<file path="config.mk">
export PLATFORM = sky130hd
export DESIGN_NAME = life_generation_raster_engine_core
export DESIGN_NICKNAME = d
export VERILOG_FILES = /design/src/rtl/lgre_pkg.sv /design/src/rtl/lgre_front.sv /design/src/rtl/lgre_fifo.sv /design/src/rtl/lgre_back.sv /design/src/rtl/life_generation_raster_engine_core.sv
export SDC_FILE = /design/constraint.sdc
export NUM_CORES = 1
export LEC_CHECK = 0
export ABC_AREA = 1
export CAP_MARGIN = 20
export CORE_MARGIN = 3
export CORE_UTILIZATION = 60
export DETAILED_ROUTE_END_ITERATION = 10
export DONT_BUFFER_PORTS = 1
export PLACE_DENSITY = 0.76
export SETUP_SLACK_MARGIN = 0.4
export SLEW_MARGIN = 20
export SYNTH_ARGS = -nofsm -noshare
export SYNTH_HDL_FRONTEND = slang
export SYNTH_SLANG_ARGS = --single-unit
</file>
<file path="constraint.sdc">
create_clock -name i_clk -period 6.5 [get_ports i_clk]
set_input_delay 0.65 -clock i_clk [delete_from_list [all_inputs] [get_ports i_clk]]
set_output_delay 0.65 -clock i_clk [all_outputs]
set_load 0.01 [all_outputs]
</file>
<file path="src/rtl/lgre_pkg.sv">
// shared types, constants and helpers for the life generation raster engine
// depends on nothing; imported by every module of the block
`default_nettype none

package lgre_pkg;

    // grid geometry
    localparam int MAX_GRID   = 32;
    localparam int GRID_MIN   = 3;
    localparam int IDX_W      = $clog2(MAX_GRID);
    localparam int SIZE_W     = 6;
    localparam int FIDX_W     = IDX_W + 1;

    // result fields
    localparam int POP_W      = 11;
    localparam int GEN_W      = 32;
    localparam int OUT_BITS   = 1 + 2 * IDX_W + POP_W + GEN_W;
    localparam int OUT_TDATA_W = ((OUT_BITS + 7) / 8) * 8;
    localparam int IN_TDATA_W = 8;

    // configuration port
    localparam int CFG_IDX_W  = 1;
    localparam int CFG_DATA_W = 32;
    localparam logic [CFG_IDX_W-1:0] REG_GRID_SIZE = 1'b0;
    localparam logic [CFG_IDX_W-1:0] REG_MAX_GEN   = 1'b1;
    localparam logic [SIZE_W-1:0]    GRID_SIZE_RST = 6'd25;
    localparam logic [GEN_W-1:0]     MAX_GEN_RST   = 32'd1000000;

    // queue between front and back
    localparam int QDEPTH     = 4;
    localparam int QPTR_W     = $clog2(QDEPTH);

    // one classified input cell
    typedef struct packed {
        logic             alive;
        logic [IDX_W-1:0] row;
        logic [IDX_W-1:0] col;
        logic [IDX_W-1:0] last_col;
        logic             first;
    } t_entry;

    // one window column: above, middle, below
    typedef logic [2:0] t_wcol;

    typedef enum logic [2:0] {
        S_IDLE,
        S_EMIT_A,
        S_EMIT_B,
        S_FILL,
        S_FLUSH
    } t_back_state;

    // last column index for a requested side, clamped to the supported range
    function automatic logic [IDX_W-1:0] last_col_of(input logic [SIZE_W-1:0] gs);
        logic [IDX_W-1:0] res;
        if (gs < SIZE_W'(GRID_MIN)) begin
            res = IDX_W'(GRID_MIN - 1);
        end else if (gs > SIZE_W'(MAX_GRID)) begin
            res = IDX_W'(MAX_GRID - 1);
        end else begin
            res = IDX_W'(gs - SIZE_W'(1));
        end
        return res;
    endfunction

    // b3/s23 rule over a 3x3 window given as left, center and right columns
    function automatic logic life_next(input t_wcol l, input t_wcol c, input t_wcol r);
        logic [3:0] cnt;
        cnt = 4'(l[2]) + 4'(l[1]) + 4'(l[0]) + 4'(c[2]) + 4'(c[0])
            + 4'(r[2]) + 4'(r[1]) + 4'(r[0]);
        return (cnt == 4'd3) || (c[1] && cnt == 4'd2);
    endfunction

endpackage

`default_nettype wire

</file>
<file path="src/rtl/lgre_front.sv">
// front end: accepts input cells, tracks raster position and grid side
// depends on lgre_pkg; feeds lgre_fifo
`default_nettype none

module lgre_front
    import lgre_pkg::*;
(
    input  wire logic              i_clk,
    input  wire logic              i_rst_n,
    input  wire logic              i_valid,
    output logic                   o_ready,
    input  wire logic              i_alive,
    input  wire logic [SIZE_W-1:0] i_grid_size,
    input  wire logic              i_full,
    output logic                   o_push,
    output t_entry                 o_entry
);

    logic [IDX_W-1:0] r_in_row, n_in_row;
    logic [IDX_W-1:0] r_in_col, n_in_col;
    logic [IDX_W-1:0] r_last, n_last;
    logic             first;
    logic [IDX_W-1:0] last_now;

    assign o_ready = !i_full;
    assign o_push  = i_valid && !i_full;

    // side is sampled on the first cell of each grid
    assign first    = (r_in_row == '0) && (r_in_col == '0);
    assign last_now = first ? last_col_of(i_grid_size) : r_last;

    always_comb begin
        o_entry.alive    = i_alive;
        o_entry.row      = r_in_row;
        o_entry.col      = r_in_col;
        o_entry.last_col = last_now;
        o_entry.first    = first;
    end

    // raster advance
    always_comb begin
        n_in_row = r_in_row;
        n_in_col = r_in_col;
        n_last   = r_last;
        if (o_push) begin
            n_last = last_now;
            if (r_in_col == last_now) begin
                n_in_col = '0;
                n_in_row = (r_in_row == last_now) ? '0 : r_in_row + IDX_W'(1);
            end else begin
                n_in_col = r_in_col + IDX_W'(1);
            end
        end
    end

    always_ff @(posedge i_clk) begin
        if (!i_rst_n) begin
            r_in_row <= '0;
            r_in_col <= '0;
            r_last   <= last_col_of(GRID_SIZE_RST);
        end else begin
            r_in_row <= n_in_row;
            r_in_col <= n_in_col;
            r_last   <= n_last;
        end
    end

endmodule

`default_nettype wire

</file>
<file path="src/rtl/lgre_fifo.sv">
// short queue of classified cells between front and back end
// depends on lgre_pkg
`default_nettype none

module lgre_fifo
    import lgre_pkg::*;
(
    input  wire logic i_clk,
    input  wire logic i_rst_n,
    input  wire logic i_push,
    input  t_entry    i_entry,
    output logic      o_full,
    input  wire logic i_pop,
    output t_entry    o_entry,
    output logic      o_empty
);

    t_entry              r_mem [QDEPTH];
    logic [QPTR_W-1:0]   r_wptr, r_rptr;
    logic [QPTR_W:0]     r_count;

    assign o_full  = (r_count == (QPTR_W+1)'(QDEPTH));
    assign o_empty = (r_count == '0);
    assign o_entry = r_mem[r_rptr];

    // storage
    always_ff @(posedge i_clk) begin
        if (i_push) begin
            r_mem[r_wptr] <= i_entry;
        end
    end

    // pointers and fill level
    always_ff @(posedge i_clk) begin
        if (!i_rst_n) begin
            r_wptr  <= '0;
            r_rptr  <= '0;
            r_count <= '0;
        end else begin
            if (i_push) begin
                r_wptr <= r_wptr + QPTR_W'(1);
            end
            if (i_pop) begin
                r_rptr <= r_rptr + QPTR_W'(1);
            end
            case ({i_push, i_pop})
                2'b10:   r_count <= r_count + (QPTR_W+1)'(1);
                2'b01:   r_count <= r_count - (QPTR_W+1)'(1);
                default: r_count <= r_count;
            endcase
        end
    end

endmodule

`default_nettype wire

</file>
<file path="src/rtl/lgre_back.sv">
// back end: line stores, 3x3 window, rule evaluation, flush and counters
// depends on lgre_pkg; drains lgre_fifo and drives the result stream
`default_nettype none

module lgre_back
    import lgre_pkg::*;
(
    input  wire logic                   i_clk,
    input  wire logic                   i_rst_n,
    input  wire logic                   i_empty,
    input  t_entry                      i_entry,
    output logic                        o_pop,
    input  wire logic [GEN_W-1:0]       i_max_gen,
    output logic                        o_m_tvalid,
    input  wire logic                   i_m_tready,
    output logic [OUT_TDATA_W-1:0]      o_m_tdata,
    output logic                        o_m_tlast,
    output logic                        o_m_tuser
);

    t_back_state r_state, n_state;

    // current item
    logic [IDX_W-1:0] r_row, r_col, r_lastc;

    // window and flush indexes
    t_wcol             r_w0, r_w1, r_w2, n_w0, n_w1, n_w2;
    logic [FIDX_W-1:0] r_fidx, n_fidx;
    logic [IDX_W-1:0]  r_ecol, n_ecol;

    // line stores
    logic [MAX_GRID-1:0] r_upper, r_lower, r_cur, n_upper, n_lower, n_cur;

    // counters
    logic [POP_W-1:0] r_live, n_live;
    logic [GEN_W-1:0] r_gen, n_gen;

    // output register
    logic             r_out_valid, n_out_valid;
    logic             r_out_alive, n_out_alive;
    logic [IDX_W-1:0] r_out_row, n_out_row;
    logic [IDX_W-1:0] r_out_col, n_out_col;
    logic             r_out_last, n_out_last;
    logic             r_out_done, n_out_done;
    logic [POP_W-1:0] r_out_pop, n_out_pop;
    logic [GEN_W-1:0] r_out_gen, n_out_gen;

    logic       out_free;
    logic       pop;
    logic       em_a_new, em_b, fin, fl_last;
    t_wcol      col_new, col_fl, win_l, win_c, win_r;
    logic       nxt;
    logic [POP_W-1:0] live_inc;
    logic [GEN_W-1:0] gen_inc, gen_new;

    assign out_free = !r_out_valid || i_m_tready;
    assign pop      = (r_state == S_IDLE) && !i_empty;
    assign o_pop    = pop;

    // classification of the popped and the held item
    assign em_a_new = (i_entry.row != '0) && (i_entry.col != '0);
    assign em_b     = (r_col == r_lastc);
    assign fin      = (r_row == r_lastc) && (r_col == r_lastc);
    assign fl_last  = (r_ecol == r_lastc);

    // column entering the window for a new cell
    assign col_new = {(i_entry.row > IDX_W'(1)) ? r_upper[i_entry.col] : 1'b0,
                      r_lower[i_entry.col], i_entry.alive};

    // column entering the window during the bottom-row flush
    assign col_fl = (r_fidx <= {1'b0, r_lastc}) ?
                    {r_lower[r_fidx[IDX_W-1:0]], r_cur[r_fidx[IDX_W-1:0]], 1'b0} : 3'b000;

    // window taps for the cell being emitted
    always_comb begin
        win_l = r_w0;
        win_c = r_w1;
        win_r = r_w2;
        if (r_state == S_EMIT_B) begin
            win_l = r_w1;
            win_c = r_w2;
            win_r = 3'b000;
        end
    end

    assign nxt      = life_next(win_l, win_c, win_r);
    assign live_inc = r_live + POP_W'(nxt);
    assign gen_inc  = r_gen + GEN_W'(1);
    assign gen_new  = (gen_inc == i_max_gen) ? '0 : gen_inc;

    // next state
    always_comb begin
        n_state = r_state;
        unique case (r_state)
            S_IDLE: begin
                if (pop && em_a_new) begin
                    n_state = S_EMIT_A;
                end
            end
            S_EMIT_A: begin
                if (out_free) begin
                    n_state = em_b ? S_EMIT_B : S_IDLE;
                end
            end
            S_EMIT_B: begin
                if (out_free) begin
                    n_state = fin ? S_FILL : S_IDLE;
                end
            end
            S_FILL: begin
                if (r_fidx == FIDX_W'(1)) begin
                    n_state = S_FLUSH;
                end
            end
            S_FLUSH: begin
                if (out_free && fl_last) begin
                    n_state = S_IDLE;
                end
            end
            default: n_state = S_IDLE;
        endcase
    end

    // datapath and outputs
    always_comb begin
        logic emit;
        logic done;
        emit        = 1'b0;
        done        = 1'b0;
        n_w0        = r_w0;
        n_w1        = r_w1;
        n_w2        = r_w2;
        n_fidx      = r_fidx;
        n_ecol      = r_ecol;
        n_upper     = r_upper;
        n_lower     = r_lower;
        n_cur       = r_cur;
        n_live      = r_live;
        n_gen       = r_gen;
        n_out_valid = r_out_valid && !i_m_tready;
        n_out_alive = r_out_alive;
        n_out_row   = r_out_row;
        n_out_col   = r_out_col;
        n_out_last  = r_out_last;
        n_out_done  = r_out_done;
        n_out_pop   = r_out_pop;
        n_out_gen   = r_out_gen;

        unique case (r_state)
            S_IDLE: begin
                if (pop) begin
                    n_cur[i_entry.col] = i_entry.alive;
                    if (i_entry.first) begin
                        n_live = '0;
                    end
                    if (i_entry.col == '0) begin
                        n_w0 = 3'b000;
                        n_w1 = 3'b000;
                    end else begin
                        n_w0 = r_w1;
                        n_w1 = r_w2;
                    end
                    n_w2 = col_new;
                    done = !em_a_new;
                end
            end
            S_EMIT_A: begin
                if (out_free) begin
                    emit       = 1'b1;
                    n_out_row  = r_row - IDX_W'(1);
                    n_out_col  = r_col - IDX_W'(1);
                    n_out_last = !em_b;
                    done       = !em_b;
                end
            end
            S_EMIT_B: begin
                if (out_free) begin
                    emit       = 1'b1;
                    n_out_row  = r_row - IDX_W'(1);
                    n_out_col  = r_col;
                    n_out_last = !fin;
                    done       = !fin;
                    if (fin) begin
                        n_w0   = 3'b000;
                        n_w1   = 3'b000;
                        n_w2   = 3'b000;
                        n_fidx = '0;
                    end
                end
            end
            S_FILL: begin
                n_w0   = r_w1;
                n_w1   = r_w2;
                n_w2   = col_fl;
                n_fidx = r_fidx + FIDX_W'(1);
                n_ecol = '0;
            end
            S_FLUSH: begin
                if (out_free) begin
                    emit       = 1'b1;
                    n_out_row  = r_row;
                    n_out_col  = r_ecol;
                    n_out_last = fl_last;
                    n_w0       = r_w1;
                    n_w1       = r_w2;
                    n_w2       = col_fl;
                    n_fidx     = r_fidx + FIDX_W'(1);
                    n_ecol     = r_ecol + IDX_W'(1);
                    done       = fl_last;
                    if (fl_last) begin
                        n_gen      = gen_new;
                        n_out_done = 1'b1;
                        n_out_pop  = live_inc;
                        n_out_gen  = gen_new;
                    end
                end
            end
            default: begin
            end
        endcase

        // common part of every emitted result
        if (emit) begin
            n_out_valid = 1'b1;
            n_out_alive = nxt;
            n_live      = live_inc;
            if (!(r_state == S_FLUSH && fl_last)) begin
                n_out_done = 1'b0;
                n_out_pop  = '0;
                n_out_gen  = '0;
            end
        end

        // line rotation once a row-end item is finished
        if (done) begin
            if ((r_state == S_IDLE) ? (i_entry.col == i_entry.last_col) : em_b) begin
                n_upper = r_lower;
                n_lower = n_cur;
            end
        end
    end

    // control registers
    always_ff @(posedge i_clk) begin
        if (!i_rst_n) begin
            r_state     <= S_IDLE;
            r_out_valid <= 1'b0;
            r_live      <= '0;
            r_gen       <= '0;
        end else begin
            r_state     <= n_state;
            r_out_valid <= n_out_valid;
            r_live      <= n_live;
            r_gen       <= n_gen;
        end
    end

    // payload registers
    always_ff @(posedge i_clk) begin
        if (pop) begin
            r_row   <= i_entry.row;
            r_col   <= i_entry.col;
            r_lastc <= i_entry.last_col;
        end
        r_w0        <= n_w0;
        r_w1        <= n_w1;
        r_w2        <= n_w2;
        r_fidx      <= n_fidx;
        r_ecol      <= n_ecol;
        r_upper     <= n_upper;
        r_lower     <= n_lower;
        r_cur       <= n_cur;
        r_out_alive <= n_out_alive;
        r_out_row   <= n_out_row;
        r_out_col   <= n_out_col;
        r_out_last  <= n_out_last;
        r_out_done  <= n_out_done;
        r_out_pop   <= n_out_pop;
        r_out_gen   <= n_out_gen;
    end

    assign o_m_tvalid = r_out_valid;
    assign o_m_tlast  = r_out_last;
    assign o_m_tuser  = r_out_done;
    assign o_m_tdata  = {(OUT_TDATA_W - OUT_BITS)'(0), r_out_gen, r_out_pop,
                         r_out_col, r_out_row, r_out_alive};

    // the grid's closing result always ends its run
    a_done_is_last: assert property (@(posedge i_clk) disable iff (!i_rst_n)
        r_out_valid && r_out_done |-> r_out_last)
        else $error("grid end result without last flag");

    // the right-border cell is only emitted at the end of a row
    a_emit_b_row_end: assert property (@(posedge i_clk) disable iff (!i_rst_n)
        (r_state == S_EMIT_B) |-> (r_col == r_lastc))
        else $error("right-border emission away from row end");

    // flush prefetch stays two columns ahead of the emitted column
    a_flush_lead: assert property (@(posedge i_clk) disable iff (!i_rst_n)
        (r_state == S_FLUSH) |-> (r_fidx == FIDX_W'(r_ecol) + FIDX_W'(2)))
        else $error("flush window out of step");

    // population never exceeds a full grid
    a_live_bound: assert property (@(posedge i_clk) disable iff (!i_rst_n)
        r_live <= POP_W'(MAX_GRID * MAX_GRID))
        else $error("population counter overrun");

endmodule

`default_nettype wire

</file>
<file path="src/rtl/life_generation_raster_engine_core.sv">
// top level of the life generation raster engine: config registers and wiring
// depends on lgre_pkg, lgre_front, lgre_fifo, lgre_back
//
// Usage: cells of a square grid enter on the s_axis channel in raster order,
// one per beat (tdata bit 0 = alive). Each beat yields zero or more result
// beats on m_axis: a cell of the next generation with its row and column.
// From the second row on, every cell but a row's first releases the cell up
// and to the left; a row-end cell also releases the row above's last cell;
// the grid's final cell releases the whole bottom row, whose last beat carries
// tuser (grid done) plus population and the wrapped generation count. tlast
// marks the last result beat caused by an input beat. Configuration writes
// (side, wrap value) go over the cfg channel; the user must issue them only
// while the block is idle, as the block itself does not enforce this. The
// side takes effect at the next grid. The back end takes a new item from the
// queue only once it has emitted every result beat of the last one, and it
// prefetches in S_FILL before the bottom-row flush; a four-entry queue
// buffers input beats while it works. Reset clears position, counters and
// handshake state; line stores need no clearing. A stalled receiver holds
// the result register, the back end waits, the queue fills and then s_axis
// tready drops.
`default_nettype none

module life_generation_raster_engine_core
    import lgre_pkg::*;
(
    input  wire logic                    i_clk,
    input  wire logic                    i_rst_n,
    // slave stream: [0] cell_alive, rest zero
    input  wire logic                    i_s_axis_tvalid,
    output logic                         o_s_axis_tready,
    input  wire logic [IN_TDATA_W-1:0]   i_s_axis_tdata,
    // master stream
    output logic                         o_m_axis_tvalid,
    input  wire logic                    i_m_axis_tready,
    // [0] next_alive, [5:1] cell_row, [10:6] cell_col, [21:11] population,
    // [53:22] generation, rest zero
    output logic [OUT_TDATA_W-1:0]       o_m_axis_tdata,
    output logic                         o_m_axis_tlast,   // last_of_run
    output logic                         o_m_axis_tuser,   // grid_done
    // configuration write channel
    input  wire logic                    i_cfg_valid,
    output logic                         o_cfg_ready,
    input  wire logic [CFG_IDX_W-1:0]    i_cfg_index,
    input  wire logic [CFG_DATA_W-1:0]   i_cfg_data
);

    logic [SIZE_W-1:0] r_grid_size;
    logic [GEN_W-1:0]  r_max_gen;

    logic   push, full, pop, empty;
    t_entry push_entry, pop_entry;

    // configuration registers
    assign o_cfg_ready = 1'b1;

    always_ff @(posedge i_clk) begin
        if (!i_rst_n) begin
            r_grid_size <= GRID_SIZE_RST;
            r_max_gen   <= MAX_GEN_RST;
        end else if (i_cfg_valid) begin
            unique case (i_cfg_index)
                REG_GRID_SIZE: r_grid_size <= i_cfg_data[SIZE_W-1:0];
                REG_MAX_GEN:   r_max_gen   <= i_cfg_data[GEN_W-1:0];
                default: begin
                end
            endcase
        end
    end

    // front end
    lgre_front u_front (
        .i_clk       (i_clk),
        .i_rst_n     (i_rst_n),
        .i_valid     (i_s_axis_tvalid),
        .o_ready     (o_s_axis_tready),
        .i_alive     (i_s_axis_tdata[0]),
        .i_grid_size (r_grid_size),
        .i_full      (full),
        .o_push      (push),
        .o_entry     (push_entry)
    );

    // queue
    lgre_fifo u_fifo (
        .i_clk   (i_clk),
        .i_rst_n (i_rst_n),
        .i_push  (push),
        .i_entry (push_entry),
        .o_full  (full),
        .i_pop   (pop),
        .o_entry (pop_entry),
        .o_empty (empty)
    );

    // back end
    lgre_back u_back (
        .i_clk      (i_clk),
        .i_rst_n    (i_rst_n),
        .i_empty    (empty),
        .i_entry    (pop_entry),
        .o_pop      (pop),
        .i_max_gen  (r_max_gen),
        .o_m_tvalid (o_m_axis_tvalid),
        .i_m_tready (i_m_axis_tready),
        .o_m_tdata  (o_m_axis_tdata),
        .o_m_tlast  (o_m_axis_tlast),
        .o_m_tuser  (o_m_axis_tuser)
    );

endmodule

`default_nettype wire
</file>
# == After elaboration in Yosys (flattened, before gate mapping) ==
# Memories as Yosys holds them, arrays and structs flattened. A register that Yosys moved wholly into a read port is not among the register bits.
# Cells that the tools add are included.
# word_totals
ff_bits,294
n_memories,1
out_inout_bits,61
ram_bits,68
input_bits,46
# classes
n_eq_ne,26
add_sub_neg,20
mux,95
bitwise,1
order_cmp,7
n_reduce_logical,50
# mem_list
memory,depth,width,read_ports,rd_ports_with_merged_regs,write_ports,line,text
u_fifo.r_mem,4,17,1,1,1,lgre_fifo.sv:18,t_entry r_mem [QDEPTH];
# op_table
cell,count
32-bit two-way mux,8
11-bit two-way mux,9
3-bit two-way mux,19
5-bit two-way mux,11
3-bit case mux with 4 select lines,3
"32-bit by 1-bit adder with 32-bit output, second input constant",1
32-bit bitwise mux,1
32-bit equality test,1
5-bit equality test,6
4-bit by 1-bit adder with 4-bit output,6
1-bit two-way mux,24
1-bit binary-select mux with 5-bit select,4
5-bit case mux with 2 select lines,2
6-bit two-way mux,3
"2-bit by 1-bit inequality test with 1-bit output, second input constant",9
6-bit case mux with 3 select lines,1
"5-bit by 1-bit adder with 5-bit output, second input constant",3
5-bit logical NOT,3
3-bit case mux with 5 select lines,1
5-bit case mux with 3 select lines,1
"5-bit by 1-bit subtractor with 5-bit output, second input constant",3
"5-bit by 6-bit < comparator with 1-bit output, second input constant",2
2-bit nonzero test,6
11-bit by 1-bit adder with 11-bit output,1
other kinds (36),71

# == Logic depth before layout (Yosys ltp) ==
# depth
word_depth,18
depth_mapped,28
ltp_nobuf,27

# == Hierarchy ==
# Synthesis repeated with hierarchy kept, for this count alone.
# hier_totals
cells_unflattened,2197
area_unflattened_um2,18255.0
# by_module_without_submodules
mod,n_inst,cells_per_inst,area_per_inst_um2
lgre_back,1,1598,12512.0
lgre_fifo,1,221,3021.6
life_generation_raster_engine_core,1,177,1413.9
lgre_front,1,201,1307.5

# == Least setup slack after synthesis ==
# OpenSTA, ideal clock, no wires.
# synth_path
path_type,reg2reg
start,register u_back.r_state[2]
end,register u_back.r_live[10]
setup_ns,0.071
arrival_ns,5.020
slack_ns,1.409
path_stages_with_launch,26
path_buffers,1
synth_period_minus_slack_ns,5.091
path_cell_list,dfxtp_1 inv_1 nand2_1 nor2_1 inv_1 clkbuf_1 nand2_1 o21ai_0 ha_1 inv_1 fa_1 fa_1 fa_1 fa_1 o31ai_1 nand3_1 inv_1 ha_1 ha_1 nand3_1 nor2_1 nand2_1 nor3_1 xnor2_1 or2_2 a21oi_1
# synth_between
elab_chain_cells,14
# synth_lines
element,line,text
from (decl),lgre_back.sv:21,"t_back_state r_state, n_state;"
from (signal assigned),lgre_back.sv:251,r_state <= n_state;
3-bit by 2-bit equality test with 1-bit output *,lgre_back.sv:79,if (r_state == S_EMIT_B) begin
3-bit two-way mux,lgre_back.sv:79,
1-bit by 1-bit adder with 2-bit output,lgre_pkg.sv:69,cnt = 4'(l[2]) + 4'(l[1]) + 4'(l[0]) + 4'(c[2]) + 4'(c[0])
4-bit by 1-bit adder with 4-bit output (3 in series),lgre_pkg.sv:69,
4-bit by 1-bit adder with 4-bit output (3 in series),lgre_pkg.sv:70,+ 4'(r[2]) + 4'(r[1]) + 4'(r[0]);
4-bit by 2-bit equality test with 1-bit output,lgre_pkg.sv:71,return (cnt == 4'd3) || (c[1] && cnt == 4'd2);
1-bit logical AND,lgre_pkg.sv:71,
1-bit logical OR *,lgre_pkg.sv:71,
named net u_back.nxt,lgre_back.sv:52,logic nxt;
11-bit by 1-bit adder with 11-bit output *,lgre_back.sv:87,assign live_inc = r_live + POP_W'(nxt);
11-bit two-way mux *,lgre_back.sv:223,if (emit) begin
to (signal assigned),lgre_back.sv:253,r_live <= n_live;
to (decl),lgre_back.sv:35,"logic [POP_W-1:0] r_live, n_live;"
# The timed path passes the listed nets; every way through them passes the cells marked *.
# A chain may end at the register's enable or synchronous reset.

# == Worst setup path after layout ==
# Ends and elaborated chain as after synthesis.

==> results.cfg <==
[flow_run]
drv_cap = 0

[hold_path]
min-delay-start = i_rst_n
min_to = r_max_gen[9]
min_path_type = input pin to flop
hold_depth = 1

[place]
pre_cts_ws_ns = 1.031
routabilityCongestion = 1.002
dp_hpwl_um = 32050
numPortBuffers = 0

[floorplanning]
dieWidth_um = 178.5
core_area_um2 = 29010
row_count = 62
start_util_pct = 61.55
die-area_um2 = 31870
die_h_um = 178.5
ios = 107

[global_routing]
grt_antenna_before_repair = 0
grt_overflow = 0
grt_busiest_layer = met2
grt_usage_pct = 28.70
grt_util_met3_pct = 3.980
grt_use_met2_pct = 44.78
grt_max_degree = 69
grt_pass1_wl_um = 72290
grtUsageMet1_pct = 41.86
grt_pass1_vias = 14014

[setup_path]
start_kind = flop
reg2reg_to = u_back.r_live[10]
crit_type = flop to flop
critPathMaxFanout = 16
cp-end-kind = flop
rrSetupSlack_ns = 0.96
reg2reg_depth = 25
reg2reg_from = u_back.r_state[2]
worstPathRequired_ns = 6.95
critical_path_arrival_ns = 5.99

[routing]
dr.pass1.iters = 5
drtIter0Drc = 1541
via_per_inst = 5.789
routed_wl_um = 45810
vias = 14884
ant_nets = 0
drc = 0
drt-wirelength-per-cell_um = 17.82

[clock_tree]
cts-buffers-inserted = 39
root_buffer = clkbuf_16
cts.sinks = 364
clockBufferDepth = 3
tritoncts = done
insertion_delay_ns = 0.54
h-tree-depth = 2
postCtsSetupBuffers = 0
postCtsHoldBufs = 0
path_clk_slew_ns = 0.06
cts_resized = 0

[yosys]
ys.warnings.count = 0
synth_seq_cells = 364
syn_area_um2 = 17860
synth-edff-count = 179
avgSynthCellArea_um2 = 8.252
synthCells = 2164
ys_seq_area_share_pct = 50.84
synthArstFlopShare_pct = 0
synth_area_leaders = edfxtp_1, dfxtp_1, nand2_1
synth_flop_cell = dfxtp_1
synthDistinctLibCells = 57
synth_top_area_cell = edfxtp_1
synth_top_area_share_pct = 30.10

[timing]
tightest_slew_ns = 0.9470
rsz0062_at_grt = false
worst_slack_ns = 0.9583
min_period_over_period_pct = 85.26
max_freq_mhz = 180.4
fin_crit_ns = 5.542
fin_skew_ns = 0.01720
setup_viol = 0
maxSlewHeadroom_pct = 36.80
hold_viol_final = 0
drv_slew = 0
fin_tns_setup_ns = 0

[final_layout]
final_nets = 2235
multi_input_area_um2 = 7511
nFillCells = 2399
final_common_cell = nand2_1
antenna_cells = 0
area_delta_synth_final_pct = 9.185
drive_gt1_share_pct = 6.904
register_area_um2 = 9079
final_cell_mix = nand2_1, inv_1, nor2_1

[power_and_ir_drop]
leakagePower_nw = 8.049
peakVddDrop_mv = 0.2218
p_per_area_nw_per_um2 = 391.7

[outcome]
status = finished, final reports clean
metal layers:
layer	share of wire (%)	vias up	wire length [µm]
li1	-	7131	-
met1	44	7020	20290
met2	45	635	20690
met3	8.1	98	3709
met4	2.4	0	1120
met5	0	-	0
cells in the mapped netlist (4+ instances only):
| cell | count |
|---|---|
| nor2_4 | 9 |
| o22ai_1 | 9 |
| a211oi_1 | 4 |
| o21ai_0 | 107 |
| o21ai_1 | 18 |
| xnor2_1 | 11 |
| dfxtp_1 | 185 |
| mux2i_1 | 17 |
| nand2_2 | 5 |
| nor2_2 | 5 |
| xor2_1 | 30 |
| nand3b_1 | 10 |
| buf_2 | 16 |
| nor3_1 | 12 |
| clkbuf_1 | 43 |
| nand2_1 | 570 |
| ha_1 | 28 |
| or2_2 | 9 |
| nand3_2 | 30 |
| buf_4 | 7 |
| inv_1 | 240 |
| edfxtp_1 | 179 |
| nand4_1 | 10 |
| a32o_1 | 8 |
| a22oi_1 | 26 |
| inv_2 | 7 |
| a21oi_1 | 173 |
| o211ai_1 | 10 |
| o221ai_1 | 5 |
| a31oi_1 | 5 |
| fa_1 | 5 |
| nand3_1 | 117 |
| nor2_1 | 217 |
through the flow:
step	area [µm²]	power [W]	hold WS (ns)	cells	util, %
2_1_floorplan	17860	0.004729	0.4264	2165	-
3_3_place_gp	18160	0.005289	0.4324	2497	62.59
3_5_place_dp	18200	0.005392	0.4417	2499	62.73
4_1_cts	19500	0.007646	0.1851	2571	67.21
5_1_grt	19500	0.008075	0.1928	2571	67.21
6_report	19500	0.007639	0.2013	2571	67.21
final cells by class:
cell class	count	area share, %
clock buffers	59	5.756
clock inverters	13	0.9112
inverters	250	4.813
multi-input cells	1479	38.52
flip-flops and latches	364	46.56
well taps	384	2.464
repair buffers	22	0.9754
worst max path at each step:
stage | end | startpoint | cells after the start | slack, ns
2_1_floorplan | u_back.r_live[10] | u_back.r_state[2] | 25 | 1.41
3_3_place_gp | u_back.r_live[10] | u_back.r_state[2] | 25 | 1.13
3_5_place_dp | u_back.r_live[10] | u_back.r_state[2] | 25 | 1.03
4_1_cts | u_back.r_live[10] | u_back.r_state[2] | 25 | 0.99
5_1_grt | u_back.r_live[10] | u_back.r_state[2] | 25 | 0.45
6_report | u_back.r_live[10] | u_back.r_state[2] | 25 | 0.96
logic make-up (layout without fill, tap and decap cells):
logic type | count (synthesis) | count (layout) | share of synthesized area, %
AO/OA/AOI/OAI | 379 | 379 | 11.96
flip-flops | 364 | 364 | 50.84
multiplexers | 17 | 17 | 0.9528
other | 2 | 3 | 0.04205
buffers and inverters | 322 | 344 | 7.153
adder cells (fa/ha/maj) | 33 | 33 | 2.522
AND/OR/NAND/NOR | 1005 | 1005 | 24.40
XOR/XNOR | 42 | 42 | 2.137
flip-flops by register name, summed over array words and instances (netlist names), 6 cells and up, named ones only:
name and cells:
u_fifo.r_mem 68, r_max_gen 32, u_back.r_cur 32, u_back.r_gen 32
u_back.r_lower 32, u_back.r_out_gen 32, u_back.r_upper 32, u_back.r_live 11
u_back.r_out_pop 11, r_grid_size 6, u_back.r_fidx 6
worst max-delay path: stages (launching register included):
cell     delay, ns
dfxtp_1       0.31
inv_1         0.08
nand2_1       0.11
nor2_1        0.11
buf_4         0.22
inv_1         0.20
nand2_1       0.09
o21ai_0       0.08
ha_1          0.28
inv_1         0.05
fa_1          0.50
fa_1          0.53
fa_1          0.48
fa_1          0.40
o31ai_1       0.24
nand3_1       0.10
inv_1         0.08
ha_1          0.26
ha_1          0.23
nand3_1       0.12
nor2_1        0.15
nand2_1       0.12
nor3_1        0.20
xnor2_1       0.12
or2_2         0.28
a21oi_1       0.12
power breakdown:
part / leakage [nW] / total [W] / switching [W] / internal [W]
Combinational: 4.26 / 0.00220 / 0.00151 / 0.000695
Sequential: 3.16 / 0.00318 / 0.000253 / 0.00292
Clock: 0.633 / 0.00226 / 0.000903 / 0.00136
Total: 8.05 / 0.00764 / 0.00266 / 0.00498
(Power assumes the default switching activity.)
